File: config.mk
export PLATFORM = sky130hd
export DESIGN_NAME = modular_exponentiation
export DESIGN_NICKNAME = d
export VERILOG_FILES = /design/src/rtl/modexp_pkg.sv /design/src/rtl/modular_exponentiation.sv
export SDC_FILE = /design/constraint.sdc
export NUM_CORES = 1
export LEC_CHECK = 0
export BUFFER_PORTS_ARGS = -buffer_cell sky130_fd_sc_hd__buf_4
export CORE_MARGIN = 2
export CORE_UTILIZATION = 57
export DETAILED_ROUTE_END_ITERATION = 8
export GPL_ROUTABILITY_DRIVEN = 0
export PLACE_DENSITY = 0.79
export REMOVE_ABC_BUFFERS = 1
export SLEW_MARGIN = 5
export SYNTH_ARGS = -nofsm -noshare
export SYNTH_HDL_FRONTEND = slang
export SYNTH_SLANG_ARGS = --single-unit
export TNS_END_PERCENT = 5
File: constraint.sdc
create_clock -name clk_i -period 5.7 [get_ports clk_i]
set_clock_uncertainty 0.15 [all_clocks]
set_input_delay 0.57 -clock clk_i [delete_from_list [all_inputs] [get_ports clk_i]]
set_output_delay 0.57 -clock clk_i [all_outputs]
set_load 0.03 [all_outputs]
File: src/rtl/modexp_pkg.sv
// Shared types and constants for the modular exponentiation block.
// No dependencies; imported by modular_exponentiation.
`default_nettype none

package modexp_pkg;

  // Default field widths
  localparam int unsigned ModulusBitsDef  = 31;
  localparam int unsigned ExponentBitsDef = 32;

  // Modulus after reset: 10^9 + 7
  localparam logic [30:0] ModulusReset = 31'd1000000007;

  // Sequencer states
  typedef enum logic [2:0] {
    ST_IDLE,    // waiting for an input transaction
    ST_REDUCE,  // base mod m through the shared unit
    ST_CHECK,   // pick the next operation from the exponent
    ST_MUL,     // acc * base mod m
    ST_SQR,     // base * base mod m
    ST_FIN      // hand the result to the output register
  } modexp_state_e;

endpackage

`default_nettype wire

File: src/rtl/modular_exponentiation.sv
// Modular exponentiation top level: right-to-left square-and-multiply
// around one bit-serial modular multiplier. Depends on modexp_pkg.
//
// Computes base_value ** exponent_value mod the configured modulus (reset
// value 10^9 + 7; a modulus below 2 gives 0). One transaction is worked on
// at a time and in_ready_o is low while it runs. Every modular product goes
// through a single shared shift-add-reduce unit that consumes one multiplier
// bit per cycle, then a decision step picks the next operation. A
// transaction takes the base reduction, then one squaring for each
// exponent bit below the highest set bit and one multiply for each set
// bit, then hands the result to an output register, so the next
// transaction can be accepted while the result waits.
`default_nettype none

module modular_exponentiation
  import modexp_pkg::*;
#(
  parameter int unsigned MODULUS_BITS  = ModulusBitsDef,
  parameter int unsigned EXPONENT_BITS = ExponentBitsDef
) (
  input  wire                      clk_i,
  input  wire                      rst_ni,
  // configuration
  input  wire                      cfg_we_i,
  input  wire [MODULUS_BITS-1:0]   cfg_wdata_i,
  // input channel
  input  wire                      in_valid_i,
  output logic                     in_ready_o,
  input  wire [MODULUS_BITS-1:0]   base_value_i,
  input  wire [EXPONENT_BITS-1:0]  exponent_value_i,
  // output channel
  output logic                     out_valid_o,
  input  wire                      out_ready_i,
  output logic [MODULUS_BITS-1:0]  power_result_o
);

  localparam int unsigned MB   = MODULUS_BITS;
  localparam int unsigned EB   = EXPONENT_BITS;
  localparam int unsigned CntW = $clog2(MB);
  localparam int unsigned TW   = MB + 2;   // holds 2r + x < 3m

  localparam logic [MB-1:0]   ModResetVal = MB'(ModulusReset);
  localparam logic [CntW-1:0] CntLast     = CntW'(MB - 1);
  localparam logic [MB-1:0]   One         = MB'(1);

  modexp_state_e state_q, state_d;

  logic [MB-1:0]   modulus_q;
  logic [MB-1:0]   acc_q, acc_d;
  logic [MB-1:0]   base_q, base_d;
  logic [EB-1:0]   exp_q, exp_d;
  logic [MB-1:0]   mx_q, mx_d;      // multiplicand, always below m
  logic [MB-1:0]   my_q, my_d;      // multiplier, shifted out MSB first
  logic [MB-1:0]   r_q, r_d;        // partial remainder
  logic [CntW-1:0] cnt_q, cnt_d;
  logic [MB-1:0]   fin_q, fin_d;    // value to hand off in ST_FIN
  logic            out_valid_q, out_valid_d;
  logic [MB-1:0]   out_q, out_d;

  logic            mod_small;
  logic            in_fire;
  logic            out_free;
  logic            unit_busy;
  logic            unit_last;
  logic [TW-1:0]   step_t;
  logic [TW-1:0]   mod1, mod2;
  logic [MB-1:0]   step_r;

  assign mod_small = (modulus_q[MB-1:1] == '0);
  assign in_ready_o = (state_q == ST_IDLE);
  assign in_fire    = in_valid_i & in_ready_o;
  assign out_free   = ~out_valid_q | out_ready_i;
  assign unit_busy  = state_q inside {ST_REDUCE, ST_MUL, ST_SQR};
  assign unit_last  = (cnt_q == '0);

  // Shared unit: one multiplier bit per cycle, r <- (2r + bit*x) mod m
  assign mod1   = {2'b00, modulus_q};
  assign mod2   = {1'b0, modulus_q, 1'b0};
  assign step_t = {1'b0, r_q, 1'b0} + (my_q[MB-1] ? {2'b00, mx_q} : '0);

  always_comb begin
    if (step_t >= mod2) begin
      step_r = MB'(step_t - mod2);
    end else if (step_t >= mod1) begin
      step_r = MB'(step_t - mod1);
    end else begin
      step_r = MB'(step_t);
    end
  end

  // Next state
  always_comb begin
    state_d = state_q;
    case (state_q)
      ST_IDLE: begin
        if (in_fire) begin
          state_d = mod_small ? ST_FIN : ST_REDUCE;
        end
      end
      ST_REDUCE, ST_MUL, ST_SQR: begin
        if (unit_last) begin
          state_d = ST_CHECK;
        end
      end
      ST_CHECK: begin
        if (exp_q == '0) begin
          state_d = ST_FIN;
        end else if (exp_q[0]) begin
          state_d = ST_MUL;
        end else begin
          state_d = ST_SQR;
        end
      end
      ST_FIN: begin
        if (out_free) begin
          state_d = ST_IDLE;
        end
      end
      default: state_d = ST_IDLE;
    endcase
  end

  // Datapath and outputs
  always_comb begin
    acc_d       = acc_q;
    base_d      = base_q;
    exp_d       = exp_q;
    mx_d        = mx_q;
    my_d        = my_q;
    r_d         = r_q;
    cnt_d       = cnt_q;
    fin_d       = fin_q;
    out_valid_d = out_valid_q & ~out_ready_i;
    out_d       = out_q;

    // advance the shared unit
    if (unit_busy) begin
      r_d   = step_r;
      my_d  = {my_q[MB-2:0], 1'b0};
      cnt_d = cnt_q - 1'b1;
    end

    case (state_q)
      ST_IDLE: begin
        if (in_fire) begin
          // reduce the base as 1 * base mod m
          exp_d = exponent_value_i;
          acc_d = One;
          fin_d = '0;
          mx_d  = One;
          my_d  = base_value_i;
          r_d   = '0;
          cnt_d = CntLast;
        end
      end
      ST_REDUCE: begin
        if (unit_last) begin
          base_d = step_r;
        end
      end
      ST_MUL: begin
        if (unit_last) begin
          acc_d = step_r;
          exp_d = {exp_q[EB-1:1], 1'b0};
        end
      end
      ST_SQR: begin
        if (unit_last) begin
          base_d = step_r;
          exp_d  = {1'b0, exp_q[EB-1:1]};
        end
      end
      ST_CHECK: begin
        fin_d = acc_q;
        r_d   = '0;
        cnt_d = CntLast;
        if (exp_q[0]) begin
          mx_d = acc_q;
          my_d = base_q;
        end else begin
          mx_d = base_q;
          my_d = base_q;
        end
      end
      ST_FIN: begin
        if (out_free) begin
          out_valid_d = 1'b1;
          out_d       = fin_q;
        end
      end
      default: ;
    endcase
  end

  assign out_valid_o    = out_valid_q;
  assign power_result_o = out_q;

  // Control registers
  always_ff @(posedge clk_i or negedge rst_ni) begin
    if (!rst_ni) begin
      state_q     <= ST_IDLE;
      out_valid_q <= 1'b0;
      modulus_q   <= ModResetVal;
    end else begin
      state_q     <= state_d;
      out_valid_q <= out_valid_d;
      if (cfg_we_i) begin
        modulus_q <= cfg_wdata_i;
      end
    end
  end

  // Payload registers
  always_ff @(posedge clk_i) begin
    acc_q  <= acc_d;
    base_q <= base_d;
    exp_q  <= exp_d;
    mx_q   <= mx_d;
    my_q   <= my_d;
    r_q    <= r_d;
    cnt_q  <= cnt_d;
    fin_q  <= fin_d;
    out_q  <= out_d;
  end

endmodule

`default_nettype wire

==> key figures <==
Place
  • DP HPWL: 33800 um
  • I/O Buffers: 131
  • Worst slack, placed: ~0.076 ns

Layout
  • Layout cells sized above 1: 0.160
  • Area Growth Syn to Fin: 15.2%
  • Post-layout util: 0.664
  • Antenna cells: 0
  • Nets: ~2100

Global routing
  • Largest net degree at the start of global routing: between 60 and 70
  • All-Layer GR Usage: 0.279
  • Initial antenna violation count: 0
  • Total grt overflow: 0
  • Vias in the first global route: ~14000
  • First-pass GRT wire length: between 70000 and 80000 um

STA
  • Worst Tran Pin Value: between 1 and 1.5 ns
  • Maximum clock rate: 180 MHz
  • Final setup vio count: 0
  • Final worst slack: 0.144 ns
  • Final hold violation count: 0
  • Post-route clock period utilization: 0.975
  • Relative slew slack: 0.187
  • Post-route minimum period: 5.56 ns
  • Max-slew violation count: 0

Setup path
  • Critical Path Source: my_q[30]
  • Critical Path Start Type: register
  • Worst endpoint required time: 5.97 ns
  • Crit path max fanout: 26
  • Crit. End Element: register
  • Arrival @ worst endpoint: 5.82 ns
  • R2R Path Start: my_q[30]
  • Crit Path Class: reg2reg

Synthesis
  • Post-synth EDFFs: roughly 190
  • Synthesized instance count: between 1500 and 2000
  • Primary FF master, synth: edfxtp_1
  • Synth top area share: 0.320
  • Synth top area cells: edfxtp_1 32%, dfxtp_1 7.6%, ha_1 6.7%
  • Yosys top cell by area: edfxtp_1
  • Synth Register Bits: 289
  • Ys async rst share: 0.121
  • Post-synthesis sequential area ratio: 0.447
  • Synthesized area: ~18000 um^2
  • Syn. warnings: 0
  • Synthesized area per cell: around 9.6 um^2
  • Post-synth cell types: slightly above 90

Job
  • Max cap viols: 0

Clock tree
  • TritonCTS clock tree: done
  • CTS buffer count: 30
  • Number of H-tree levels: 1
  • Max clock buf depth: 3
  • Clock Latency Late Sink: about 0.57 ns
  • Clock-pin slew on the worst setup and hold paths: roughly 0.07 ns
  • Number of clock sinks: slightly below 300
  • Root Driver: clkbuf_16

Die
  • Die area: 32200 um^2
  • Initial Util: 0.577
  • # IOs: 132
  • Rows: 64
  • Die X: 179 um
  • Core area: 30400 um^2
  • Die height: about 180 um

Route
  • DR vias: around 15000
  • # DRC: 0
  • First-pass DRT Iterations: 6
  • Final WL: around 47000 um
  • Average via count per standard cell: 6.38
  • Post-DRT Antenna Nets: 0
  • DR iter-0 viols: about 1500
  • WL per Instance: ~20 um

Hold path
  • Worst hold path class: in2reg
  • Hold Crit Start: cfg_wdata_i[3]

Outcome
  • Status: completed
final timing paths:
check                                      to  slack (ns)  cells past startpoint
min reg2reg                power_result_o[22]        0.27                      0
max reg2reg                         acc_q[22]        0.14                     22
min in group asynchronous       modulus_q[18]        0.34                      2
max                                 acc_q[22]        0.14                     22
max in group asynchronous        modulus_q[0]        4.71                      2
min                              modulus_q[3]        0.06                      3
synthesized netlist by cell type, types with 14 or more instances:
master,count
a211oi_1,18
a21o_1,35
a21oi_1,152
a22o_1,34
a31oi_1,55
and2_1,49
and3_1,48
clkbuf_1,76
dfrtp_1,19
dfstp_2,16
dfxtp_1,67
edfxtp_1,187
ha_1,94
inv_1,84
mux2i_1,69
nand2_1,103
nand3_1,52
nand4_1,20
nor2_1,177
nor3_1,24
nor4_1,22
o211ai_1,18
o21ai_0,123
o21ai_1,14
xnor2_1,43
xor2_1,23
through the flow:
| step | hold slack, ns | instance area, um^2 | cells | setup TNS [ns] |
|---|---|---|---|---|
| after detailed placement | 0.256 | 19100 | 2301 | 0 |
| after global routing | 0.0575 | 20200 | 2363 | -0.0311 |
| final | 0.0556 | 20200 | 2363 | 0 |
| after floorplan | 0.124 | 17100 | 1724 | -148.16 |
| after global placement | 0.250 | 19100 | 2301 | 0 |
| after CTS | 0.0488 | 20000 | 2358 | 0 |
per-layer routing:
| metal | up-vias | routed length, um | GRT usage |
|---|---|---|---|
| met5 | - | 0 | 0 |
| met3 | 105 | 4560 | 0.0417 |
| met2 | 780 | 20600 | 0.426 |
| met4 | 0 | 1420 | 0.0839 |
| met1 | 7179 | 20400 | 0.411 |
| li1 | 7020 | - | - |
timing repair:
item | CTS | global route
gates resized for setup | 0 | 31
setup buffers | 0 | 5
endpoints found under the hold margin | 19 | 0
hold buffers | 1 | 0
setup endpoints to repair | 0 | 93
sequential cells by signal (all words and copies together), names as in the netlist:
name,count
r_q,31
state_q,3
my_q,31
modulus_q,31
cnt_q,5
power_result_o,31
exp_q,32
fin_q,31
base_q,31
mx_q,31
acc_q,31
out_valid_o,1
layout make-up:
cell class,count,area (um^2)
tap,396,495
timing repair buffer,187,1470
clock inverter,20,134
fill,2372,10200
inverter,86,323
multi-input combinational,1349,9160
clock buffer,36,773
sequential,289,7850
logic make-up (layout without fill, tap and decap cells):
| group | count (synthesis) | after routing | synth area share |
|---|---|---|---|
| flip-flops | 289 | 289 | 0.447 |
| AO/OA/AOI/OAI | 557 | 557 | 0.208 |
| XOR/XNOR | 66 | 66 | 0.0329 |
| AND/OR/NAND/NOR | 557 | 557 | 0.157 |
| adder cells (fa/ha/maj) | 97 | 97 | 0.0704 |
| buffers and inverters | 190 | 329 | 0.0433 |
| multiplexers | 72 | 72 | 0.0413 |
cells in the final DEF, fill, tap and decap left out, types with 18 or more instances in the layout:
| cell | n |
|---|---|
| ha_1 | 91 |
| a22o_1 | 34 |
| a21o_1 | 35 |
| a31oi_1 | 53 |
| dfxtp_1 | 67 |
| xor2_1 | 23 |
| clkbuf_16 | 30 |
| nand3_1 | 51 |
| xnor2_1 | 43 |
| o211ai_1 | 18 |
| nand2_1 | 102 |
| edfxtp_1 | 187 |
| o21ai_0 | 121 |
| nor3_1 | 21 |
| dfrtp_1 | 18 |
| and3_1 | 48 |
| nor2_1 | 172 |
| inv_1 | 83 |
| nand4_1 | 20 |
| a21oi_1 | 150 |
| nor4_1 | 20 |
| and2_1 | 49 |
| mux2i_1 | 69 |
| buf_4 | 180 |
worst max-delay path: stages, from the launching register on:
cell	delay [ns]
dfxtp_1	0.35
buf_6	0.18
and2_1	0.18
ha_1	0.40
o21ai_1	0.12
o21ai_2	0.20
a21oi_1	0.13
a2111oi_1	0.52
buf_4	0.22
nor4_2	0.05
o21ai_0	0.22
xor2_1	0.10
buf_4	0.17
ha_1	0.38
nand3_1	0.12
nand2b_1	0.23
nor4_1	0.55
nor4_2	0.12
o211a_1	0.18
buf_12	0.17
buf_4	0.19
or2_1	0.28
a21oi_1	0.15
Power is not shown: default switching activity piles up to over one toggle a cycle in this logic, so the estimate is an artifact.
